[src/design/egcd_pkg.sv]
`timescale 1ns / 1ps
// ----------------------------------------------------------------------------
// egcd_pkg
// Shared types and constants for the extended gcd / diophantine solver.
// ----------------------------------------------------------------------------
package egcd_pkg;

    localparam int DATA_WIDTH_DEF = 32;

    localparam int FIELD_W      = 32;
    localparam int COEF_W       = 33;
    localparam int SOL_W        = 64;
    localparam int IN_TDATA_W   = 3 * FIELD_W;
    localparam int OUT_FIELDS_W = FIELD_W + 2 * COEF_W + 1 + 2 * SOL_W;
    localparam int OUT_TDATA_W  = ((OUT_FIELDS_W + 7) / 8) * 8;

    localparam int GCD_LSB = 0;
    localparam int BX_LSB  = GCD_LSB + FIELD_W;
    localparam int BY_LSB  = BX_LSB + COEF_W;
    localparam int OK_BIT  = BY_LSB + COEF_W;
    localparam int SX_LSB  = OK_BIT + 1;
    localparam int SY_LSB  = SX_LSB + SOL_W;

    typedef enum logic [2:0] {
        ST_IDLE,
        ST_CHECK,
        ST_DIV,
        ST_UPD,
        ST_SOLVE,
        ST_DONE
    } state_t;

    typedef struct packed {
        logic start;
        logic step;
    } unit_ctl_t;

endpackage

[src/design/egcd_divmac.sv]
`timescale 1ns / 1ps
// ----------------------------------------------------------------------------
// egcd_divmac
// Shared radix-2 restoring divider; quotient bits are folded into two
// multiply-accumulators so q*mul_x and q*mul_y are ready with the remainder.
// ----------------------------------------------------------------------------
module egcd_divmac
    import egcd_pkg::*;
#(
    parameter int DATA_WIDTH = DATA_WIDTH_DEF
) (
    input  logic                          aclk,
    input  logic                          aresetn,
    input  unit_ctl_t                     ctl,
    input  logic [DATA_WIDTH-1:0]         dividend,
    input  logic [DATA_WIDTH-1:0]         divisor,
    input  logic signed [DATA_WIDTH+1:0]  mul_x,
    input  logic signed [DATA_WIDTH+1:0]  mul_y,
    output logic [DATA_WIDTH-1:0]         rem,
    output logic signed [2*DATA_WIDTH-1:0] acc_x,
    output logic signed [2*DATA_WIDTH-1:0] acc_y,
    output logic                          last
);

    localparam int AW    = 2 * DATA_WIDTH;
    localparam int CNT_W = $clog2(DATA_WIDTH);

    logic [DATA_WIDTH-1:0]  dvd_reg, dvd_next;
    logic [DATA_WIDTH-1:0]  rem_reg, rem_next;
    logic signed [AW-1:0]   acc_x_reg, acc_x_next;
    logic signed [AW-1:0]   acc_y_reg, acc_y_next;
    logic [CNT_W-1:0]       cnt_reg, cnt_next;
    logic [DATA_WIDTH:0]    trial;
    logic [DATA_WIDTH:0]    diff;
    logic                   qbit;

    always_comb begin
        trial      = {rem_reg, dvd_reg[DATA_WIDTH-1]};
        diff       = trial - {1'b0, divisor};
        qbit       = ~diff[DATA_WIDTH];
        rem_next   = qbit ? diff[DATA_WIDTH-1:0] : trial[DATA_WIDTH-1:0];
        dvd_next   = {dvd_reg[DATA_WIDTH-2:0], 1'b0};
        acc_x_next = (acc_x_reg <<< 1) + (qbit ? AW'(mul_x) : AW'(0));
        acc_y_next = (acc_y_reg <<< 1) + (qbit ? AW'(mul_y) : AW'(0));
        cnt_next   = cnt_reg + 1'b1;
    end

    always_ff @(posedge aclk) begin
        if (!aresetn) begin
            cnt_reg <= '0;
        end else if (ctl.start) begin
            cnt_reg <= '0;
        end else if (ctl.step) begin
            cnt_reg <= cnt_next;
        end
    end

    always_ff @(posedge aclk) begin
        if (ctl.start) begin
            dvd_reg   <= dividend;
            rem_reg   <= '0;
            acc_x_reg <= '0;
            acc_y_reg <= '0;
        end else if (ctl.step) begin
            dvd_reg   <= dvd_next;
            rem_reg   <= rem_next;
            acc_x_reg <= acc_x_next;
            acc_y_reg <= acc_y_next;
        end
    end

    assign rem   = rem_reg;
    assign acc_x = acc_x_reg;
    assign acc_y = acc_y_reg;
    assign last  = (cnt_reg == CNT_W'(DATA_WIDTH - 1));

endmodule

[src/design/extended_gcd_diophantine_core.sv]
`timescale 1ns / 1ps
// ----------------------------------------------------------------------------
// extended_gcd_diophantine_core
// Run time depends on n, the number of Euclid
// quotient steps (up to about 46 at 32 bits); a = b = 0 skips the divider.
// Each quotient step and the final c/g scaling take one pass of the shared divider.
// One transaction in flight: s_tready rises together with m_tvalid, when the result register loads.
// Synchronous active-low reset clears the sequencer and m_tvalid.
// ----------------------------------------------------------------------------
module extended_gcd_diophantine_core
    import egcd_pkg::*;
#(
    parameter int DATA_WIDTH = DATA_WIDTH_DEF
) (
    input  logic                   aclk,
    input  logic                   aresetn,
    input  logic                   s_tvalid,
    output logic                   s_tready,
    // coeff_a, coeff_b, target_c
    input  logic [IN_TDATA_W-1:0]  s_tdata,
    output logic                   m_tvalid,
    input  logic                   m_tready,
    // gcd_out, bezout_x, bezout_y, solvable, solution_x, solution_y, zero pad
    output logic [OUT_TDATA_W-1:0] m_tdata
);

    localparam int CW = DATA_WIDTH + 2;
    localparam int AW = 2 * DATA_WIDTH;

    state_t state_reg, state_next;

    logic [DATA_WIDTH-1:0]  r0_reg, r1_reg;
    logic signed [CW-1:0]   px_reg, py_reg, qx_reg, qy_reg;
    logic [DATA_WIDTH-1:0]  c_mag_reg;
    logic                   neg_a_reg, neg_b_reg, neg_c_reg, c_zero_reg;
    logic                   m_valid_reg;
    logic [OUT_TDATA_W-1:0] m_data_reg;

    logic [DATA_WIDTH-1:0]  a_w, b_w, c_w;
    logic [DATA_WIDTH-1:0]  a_mag, b_mag, c_mag;

    unit_ctl_t              ctl;
    logic [DATA_WIDTH-1:0]  u_dividend, u_divisor, u_rem;
    logic signed [CW-1:0]   u_mul_x, u_mul_y;
    logic signed [AW-1:0]   u_acc_x, u_acc_y;
    logic                   u_last;

    logic                   out_free, load_out;
    logic                   g_zero, ok, use_sol;
    logic signed [SOL_W-1:0] px_ext, py_ext, sx_mag, sy_mag, sol_x, sol_y;
    logic [OUT_FIELDS_W-1:0] out_fields;

    // input decode
    always_comb begin
        a_w   = s_tdata[0 +: DATA_WIDTH];
        b_w   = s_tdata[FIELD_W +: DATA_WIDTH];
        c_w   = s_tdata[2 * FIELD_W +: DATA_WIDTH];
        a_mag = a_w[DATA_WIDTH-1] ? (~a_w + 1'b1) : a_w;
        b_mag = b_w[DATA_WIDTH-1] ? (~b_w + 1'b1) : b_w;
        c_mag = c_w[DATA_WIDTH-1] ? (~c_w + 1'b1) : c_w;
    end

    assign out_free = !m_valid_reg || m_tready;

    // next state
    always_comb begin
        state_next = state_reg;
        unique case (state_reg)
            ST_IDLE: begin
                if (s_tvalid) state_next = ST_CHECK;
            end
            ST_CHECK: begin
                if (r1_reg != '0) state_next = ST_DIV;
                else if (r0_reg != '0) state_next = ST_SOLVE;
                else state_next = ST_DONE;
            end
            ST_DIV: begin
                if (u_last) state_next = ST_UPD;
            end
            ST_UPD: begin
                state_next = ST_CHECK;
            end
            ST_SOLVE: begin
                if (u_last) state_next = ST_DONE;
            end
            ST_DONE: begin
                if (out_free) state_next = ST_IDLE;
            end
            default: state_next = ST_IDLE;
        endcase
    end

    // sequencer outputs
    always_comb begin
        s_tready  = 1'b0;
        ctl.start = 1'b0;
        ctl.step  = 1'b0;
        load_out  = 1'b0;
        unique case (state_reg)
            ST_IDLE:  s_tready  = 1'b1;
            ST_CHECK: ctl.start = (r1_reg != '0) || (r0_reg != '0);
            ST_DIV:   ctl.step  = 1'b1;
            ST_UPD:   ;
            ST_SOLVE: ctl.step  = 1'b1;
            ST_DONE:  load_out  = out_free;
            default:  ;
        endcase
    end

    always_ff @(posedge aclk) begin
        if (!aresetn) begin
            state_reg <= ST_IDLE;
        end else begin
            state_reg <= state_next;
        end
    end

    // shared divider operand selection
    always_comb begin
        u_dividend = (r1_reg != '0) ? r0_reg : c_mag_reg;
        u_divisor  = (state_reg == ST_SOLVE) ? r0_reg : r1_reg;
        u_mul_x    = (state_reg == ST_SOLVE) ? px_reg : qx_reg;
        u_mul_y    = (state_reg == ST_SOLVE) ? py_reg : qy_reg;
    end

    egcd_divmac #(
        .DATA_WIDTH (DATA_WIDTH)
    ) u_divmac (
        .aclk     (aclk),
        .aresetn  (aresetn),
        .ctl      (ctl),
        .dividend (u_dividend),
        .divisor  (u_divisor),
        .mul_x    (u_mul_x),
        .mul_y    (u_mul_y),
        .rem      (u_rem),
        .acc_x    (u_acc_x),
        .acc_y    (u_acc_y),
        .last     (u_last)
    );

    // euclid state
    always_ff @(posedge aclk) begin
        if (s_tvalid && s_tready) begin
            r0_reg     <= a_mag;
            r1_reg     <= b_mag;
            px_reg     <= CW'(1);
            py_reg     <= CW'(0);
            qx_reg     <= CW'(0);
            qy_reg     <= CW'(1);
            c_mag_reg  <= c_mag;
            neg_a_reg  <= a_w[DATA_WIDTH-1];
            neg_b_reg  <= b_w[DATA_WIDTH-1];
            neg_c_reg  <= c_w[DATA_WIDTH-1];
            c_zero_reg <= (c_w == '0);
        end else if (state_reg == ST_UPD) begin
            r0_reg <= r1_reg;
            r1_reg <= u_rem;
            px_reg <= qx_reg;
            py_reg <= qy_reg;
            qx_reg <= px_reg - CW'(u_acc_x);
            qy_reg <= py_reg - CW'(u_acc_y);
        end
    end

    // result assembly
    always_comb begin
        g_zero  = (r0_reg == '0);
        ok      = g_zero ? c_zero_reg : (u_rem == '0);
        use_sol = ok && !g_zero;
        px_ext  = SOL_W'(px_reg);
        py_ext  = SOL_W'(py_reg);
        sx_mag  = SOL_W'(u_acc_x);
        sy_mag  = SOL_W'(u_acc_y);
        sol_x   = '0;
        sol_y   = '0;
        if (use_sol) begin
            sol_x = (neg_c_reg ^ neg_a_reg) ? -sx_mag : sx_mag;
            sol_y = (neg_c_reg ^ neg_b_reg) ? -sy_mag : sy_mag;
        end
        out_fields = {sol_y, sol_x, ok, py_ext[COEF_W-1:0], px_ext[COEF_W-1:0],
                      FIELD_W'(r0_reg)};
    end

    always_ff @(posedge aclk) begin
        if (!aresetn) begin
            m_valid_reg <= 1'b0;
        end else if (load_out) begin
            m_valid_reg <= 1'b1;
        end else if (m_tready) begin
            m_valid_reg <= 1'b0;
        end
    end

    always_ff @(posedge aclk) begin
        if (load_out) begin
            m_data_reg <= OUT_TDATA_W'(out_fields);
        end
    end

    assign m_tvalid = m_valid_reg;
    assign m_tdata  = m_data_reg;

endmodule

[config.mk]
export PLATFORM = sky130hd
export DESIGN_NAME = extended_gcd_diophantine_core
export DESIGN_NICKNAME = d
export VERILOG_FILES = /design/src/design/egcd_pkg.sv /design/src/design/egcd_divmac.sv /design/src/design/extended_gcd_diophantine_core.sv
export SDC_FILE = /design/constraint.sdc
export NUM_CORES = 2
export LEC_CHECK = 0
export BUFFER_PORTS_ARGS = -buffer_cell sky130_fd_sc_hd__clkbuf_2
export CORE_UTILIZATION = 55
export DETAILED_ROUTE_END_ITERATION = 8
export PLACE_DENSITY = 0.74
export RECOVER_POWER = 50
export SYNTH_ARGS = -nofsm -noshare
export SYNTH_HDL_FRONTEND = slang
export SYNTH_SLANG_ARGS = --single-unit
[constraint.sdc]
create_clock -name aclk -period 28 [get_ports aclk]
set_clock_uncertainty 0.15 [all_clocks]
set_input_delay 2.8 -clock aclk [delete_from_list [all_inputs] [get_ports aclk]]
set_output_delay 2.8 -clock aclk [all_outputs]
set_load 0.05 [all_outputs]
-- After elaboration in Yosys (flattened, before gate mapping)
Index checks and enable logic that the tools add are counted.
- flip-flop bits (word level): 664
- bits of input ports: 100
- output and inout port bits: 234
- word-level logic and storage cells: 98
- add/subtract/negate cells: 11
- equality and inequality tests: 10
- mux-type cells: 32
- bitwise logic cells: 6
- reduce and logical (&&, ||, !) cells: 18
- operator list (cell ; count):
    two-way mux 32 bit ; 11
    two-way mux 64 bit ; 4
    adder 64 bit ; 2
    negator 64 bit ; 2
    adder 32 x 1 -> 32 bit, second input constant ; 3
    logical NOT 32 bit ; 3
    inverter 32 bit ; 3
    two-way mux 34 bit ; 2
    subtractor 34 bit ; 2
    nonzero test 32 bit ; 2
    subtractor 33 x 32 -> 33 bit ; 1
    two-way mux 31 bit ; 1
    one-hot mux 3 bit (6 select lines) ; 1
    two-way mux 3 bit ; 5
    two-way mux 1 bit ; 8
    == test 3 x 2 -> 1 bit, second input constant ; 2
    == test 3 bit, second input constant ; 2
    nonzero test 2 bit ; 3
    adder 5 x 1 -> 5 bit, second input constant ; 1
    == test 5 bit, second input constant ; 1
    inequality test 2 x 1 -> 1 bit, second input constant ; 2
    inequality test 2 bit, second input constant ; 2
    AND reduction 4 bit ; 1
    OR reduction 2 bit ; 2
    other kinds (7) ; 11

-- Logic depth before layout (Yosys ltp)
- depth after elaboration: 5
- depth in mapped cells: 33
- depth with buffers taken out: 26

-- Hierarchy
Synthesis repeated with hierarchy kept, for this count alone.
- cell total of the unflattened synthesis: 4719
- area total of the unflattened synthesis: 41986.5 um^2
- by module, submodules not included (module ; instances ; cells an instance ; area an instance (um^2)):
    extended_gcd_diophantine_core ; 1 ; 2674 ; 26091.3
    egcd_divmac ; 1 ; 2045 ; 15895.2

-- Least setup slack after synthesis
Ideal clock, no wire load.
- path type: input-to-reg
- start point: in m_tready
- end point: reg m_data_reg[0], in the netlist m_tdata[0], enable pin
- arrival: 12240 ps
- required time: 27031 ps
- slack: 14791 ps
- cell stages on the path: 2
- path buffers: 0
- cells stage by stage: nor2b_1 -> nor2_1
- word-level cells in the longest chain between the ends: 2
- RTL lines (what ; line ; RTL):
    from (decl) ; extended_gcd_diophantine_core.sv:22 ; input logic m_tready,
    logical OR 1 bit ; extended_gcd_diophantine_core.sv:63 ; assign out_free = !m_valid_reg || m_tready;
    two-way mux 1 bit ; extended_gcd_diophantine_core.sv:99 ; unique case (state_reg)
    named net load_out ; extended_gcd_diophantine_core.sv:48 ; logic out_free, load_out;
    to (signal assigned) ; extended_gcd_diophantine_core.sv:197 ; m_data_reg <= OUT_TDATA_W'(out_fields);
    to (decl) ; extended_gcd_diophantine_core.sv:37 ; logic [OUT_TDATA_W-1:0] m_data_reg;
The timed path passes the listed nets, and every way through them passes these cells.
A chain may end at the register's enable or synchronous reset.

-- Worst setup path in the final report
- start point: reg state_reg[2]
- end point: reg u_divmac.acc_y_reg[59], in the netlist u_divmac.acc_y[59]
- word-level cells in the longest chain between the ends: 5
- elaborated cells on any way between the ends: 11
- RTL lines (what ; line ; RTL):
    from (decl) ; extended_gcd_diophantine_core.sv:30 ; state_t state_reg, state_next;
    from (signal assigned) ; extended_gcd_diophantine_core.sv:114 ; state_reg <= state_next;
    == test 3 bit ; extended_gcd_diophantine_core.sv:99, extended_gcd_diophantine_core.sv:121, extended_gcd_diophantine_core.sv:123 ;
    two-way mux 32 bit ; extended_gcd_diophantine_core.sv:121 ; u_divisor = (state_reg == ST_SOLVE) ? r0_reg : r1_reg;
    subtractor 33 x 32 -> 33 bit ; egcd_divmac.sv:39 ; diff = trial - {1'b0, divisor};
    two-way mux 64 bit ; egcd_divmac.sv:44 ; acc_y_next = (acc_y_reg <<< 1) + (qbit ? AW'(mul_y) : AW'(0));
    adder 64 bit ; egcd_divmac.sv:44 ;
    to (signal assigned) ; egcd_divmac.sv:68 ; acc_y_reg <= acc_y_next;
    to (decl) ; egcd_divmac.sv:31 ; logic signed [AW-1:0] acc_y_reg, acc_y_next;
Several ways; a longest one is shown, not always the timed one.

==> results.cfg <==
[outcome]
status = finished with violations
violations = max-capacitance violations, max-slew violations

[synthesis]
synth.largest_area_cell = edfxtp_1
ys_ff_latch = 664
ys_seq_area_frac = 0.425
syn-instance-count = 4563
synthArstFlopShare = 0
ys_warn_count = 0
yosysUniqueCellTypes = 76
synth.top_cell.area_share = 0.271
synth_ff_type = edfxtp_1
synth.area.top_cells = edfxtp_1 (27%), dfxtp_1 (15%), nand2_1 (6.5%)
synth-edff-count = 359
netlist_area_mm2 = 0.0397
avgSynthCellArea_um2 = 8.71

[critical_path]
start_kind = flip-flop
required_ns = 28.35
cp.arrival_ns = 9.72
end_kind = flip-flop
crit_type = reg2reg
path_max_fanout = 61

[sta]
setup_violations = 0
post-route-min-period_ns = 9.37
finalHoldViolations = 0
worstMarginPinSlew_ns = 5.01
slew_headroom = -2.34
fmax_mhz = 107
finalSetupTns_ns = 0
period_share = 0.334
slew_violations = 718
rsz0062_at_grt = false

[cts]
clockBufferDepth = 3
tritoncts = yes
insertion_delay_ns = 0.62
cts_setup_buffers = 0
cts_buffers = 74
cts_max_level = 3
cts_sinks = 664
clockRootBuffer = clkbuf_16
cts_hold_buf = 0
cts_resized = 0
clk_pin_slew_ns = 0.06

[pwr]
p_switching_w = 0.00169
power.leakage_nw = 16.7
seqPwrFrac = 0.325
comb_power_share = 0.434
sw_frac_of_total = 0.411
vdd_drop_max_v = 0.0000701
p_int_w = 0.00242
clock_power_share = 0.241
p_per_area_mw_per_mm2 = 92.8

[floorplanning]
initial_core_util = 0.556
ios = 334
rows = 98
die_w_um = 271
placeableCoreArea_mm2 = 0.0715
dieArea_mm2 = 0.0733
fp.dieH_um = 271

[cells_and_area]
drive_above_1_share = 0.0956
syn_to_final_growth_pct = 11.5
nets = 5015
num_antenna_cells = 0
largest_reg_flops = 227
final_cells = 5752
fill_cells = 6148
final_cell_area_mm2 = 0.0443

[drt]
drt_iter0_markers = 3496
route.vias.total = 34800
routed_wl_um = 114000
wire_per_inst_um = 19.8
vias_per_cell = 6.05
firstDrtPassIters = 6
antenna_left = 0
drc = 0

[placed_design]
io_buffer_count = 328
place_area_mm2 = 0.0420
place_inst = 5615
dp_hpwl_um = 79700
gp_congestion = 0.970

[global_route]
grt_pass1_vias = 32600
grt_max_degree = 112
track_usage = 0.303
antenna_found_initial = 0
grt_pass1_wl_um = 180000
grt_overflow = 0

[worst_hold_path]
hp-class = reg2reg

[flow_run]
maxCapViolCount = 12
==> cell families (layout without fill, tap and decap cells) <==
| kind of cell | after synthesis | in the layout | synth area share |
|---|---|---|---|
| AND/OR/NAND/NOR | 1657 | 1657 | 0.192 |
| adder cells (fa/ha/maj) | 174 | 174 | 0.0557 |
| multiplexers | 99 | 99 | 0.0249 |
| flip-flops | 664 | 664 | 0.425 |
| buffers and inverters | 405 | 640 | 0.0389 |
| AO/OA/AOI/OAI | 1159 | 1159 | 0.174 |
| other | 1 | 5 | 0.0000944 |
| XOR/XNOR | 404 | 404 | 0.0891 |
==> power by group through the flow <==
stage / combinational, W / clock, W / sequential, W
after floorplan: 0.00134 / 0 / 0.00126
after global placement: 0.00174 / 0 / 0.00134
after detailed placement: 0.00175 / 0 / 0.00135
after CTS: 0.00176 / 0.00100 / 0.00133
after global routing: 0.00196 / 0.00105 / 0.00135
final: 0.00178 / 0.000993 / 0.00134
==> critical path, stage by stage, from the launching register on <==
cell and delay, ns:
dfxtp_1 0.64, and2_4 0.83, buf_4 0.62, mux2i_1 0.36
fa_1 0.29, a211oi_1 0.10, o31a_1 0.34, or3_1 0.52
a311o_1 0.36, o211ai_1 0.13, buf_4 0.59, a21oi_1 0.09
ha_1 0.25, fa_1 0.44, a211oi_1 0.32, o211ai_1 0.17
a41oi_1 0.43, o21ai_0 0.22, a31o_2 0.35, a41oi_1 0.93
or3_1 0.42, nor3_1 0.09, a31oi_1 0.16, a31oi_1 0.09
or3_1 0.33
==> layer usage <==
layer  GRT usage  vias to the layer above  share of wire
li1            -                    16800              -
met3      0.0533                      201          0.080
met1       0.417                    16500           0.44
met4       0.105                        0          0.029
met2       0.481                     1344           0.45
met5           0                        -              0
==> cell usage after synthesis, types with 15 or more instances <==
| cell type | n |
|---|---|
| nand2_1 | 686 |
| o21ai_0 | 420 |
| edfxtp_1 | 359 |
| a21oi_1 | 327 |
| dfxtp_1 | 305 |
| nor2_1 | 305 |
| clkbuf_1 | 241 |
| nand3_1 | 225 |
| xnor2_1 | 224 |
| xor2_1 | 180 |
| ha_1 | 169 |
| inv_1 | 132 |
| mux2i_1 | 99 |
| nor4_1 | 70 |
| nor3_1 | 69 |
| a21o_1 | 64 |
| or3_1 | 60 |
| o31ai_1 | 58 |
| a31oi_1 | 51 |
| and3_1 | 44 |
| nand4_1 | 43 |
| nand2b_1 | 33 |
| o22ai_1 | 33 |
| or4_1 | 29 |
| a211oi_1 | 25 |
| o21bai_1 | 25 |
| nor2b_1 | 23 |
| o21a_1 | 23 |
| and2_1 | 20 |
| buf_1 | 20 |
| a41oi_1 | 15 |
| o211ai_1 | 15 |
| o41ai_1 | 15 |
==> final timing paths <==
kind           startpoint                  to  slack, ns  depth (start not counted)
max          state_reg[2]  u_divmac.acc_y[59]      18.63                         24
min            qx_reg[25]          px_reg[25]       0.31                          2
max reg2reg  state_reg[2]  u_divmac.acc_y[59]      18.63                         24
min reg2reg    qx_reg[25]          px_reg[25]       0.31                          2
==> stage by stage <==
step / total power (W) / hold slack, ns / util / setup WS, ns
after floorplan: 0.00260 / 0.280 / - / 14.79
after global placement: 0.00308 / 0.293 / 0.587 / 18.79
after detailed placement: 0.00310 / 0.298 / 0.587 / 18.66
after CTS: 0.00410 / 0.308 / 0.622 / 18.66
after global routing: 0.00436 / 0.327 / 0.620 / 17.87
final: 0.00411 / 0.308 / 0.620 / 18.63
==> cells in the final DEF, fill, tap and decap left out, types with 32 or more instances in the layout <==
| cell type | netlist | routed |
|---|---|---|
| nand2_1 | 686 | 684 |
| o21ai_0 | 420 | 420 |
| edfxtp_1 | 359 | 359 |
| a21oi_1 | 327 | 326 |
| dfxtp_1 | 305 | 305 |
| nor2_1 | 305 | 301 |
| clkbuf_2 | 0 | 273 |
| nand3_1 | 225 | 225 |
| xnor2_1 | 224 | 222 |
| xor2_1 | 180 | 178 |
| ha_1 | 169 | 169 |
| inv_1 | 132 | 130 |
| mux2i_1 | 99 | 99 |
| clkbuf_1 | 241 | 81 |
| clkbuf_16 | 0 | 80 |
| nor4_1 | 70 | 70 |
| nor3_1 | 69 | 69 |
| a21o_1 | 64 | 64 |
| or3_1 | 60 | 60 |
| o31ai_1 | 58 | 58 |
| a31oi_1 | 51 | 51 |
| and3_1 | 44 | 44 |
| nand4_1 | 43 | 43 |
| o22ai_1 | 33 | 33 |
| buf_4 | 5 | 33 |
| nand2b_1 | 33 | 32 |
==> area by class of cell <==
cell class | instances | area [µm²] | share of cell area
tap | 950 | 1190 | 0.0268
clock buffer | 102 | 2130 | 0.0480
sequential | 664 | 16900 | 0.381
clock inverter | 35 | 334 | 0.00754
multi-input combinational | 3498 | 21400 | 0.483
inverter | 133 | 500 | 0.0113
timing repair buffer | 370 | 1850 | 0.0418
(Power assumes the default switching activity.)
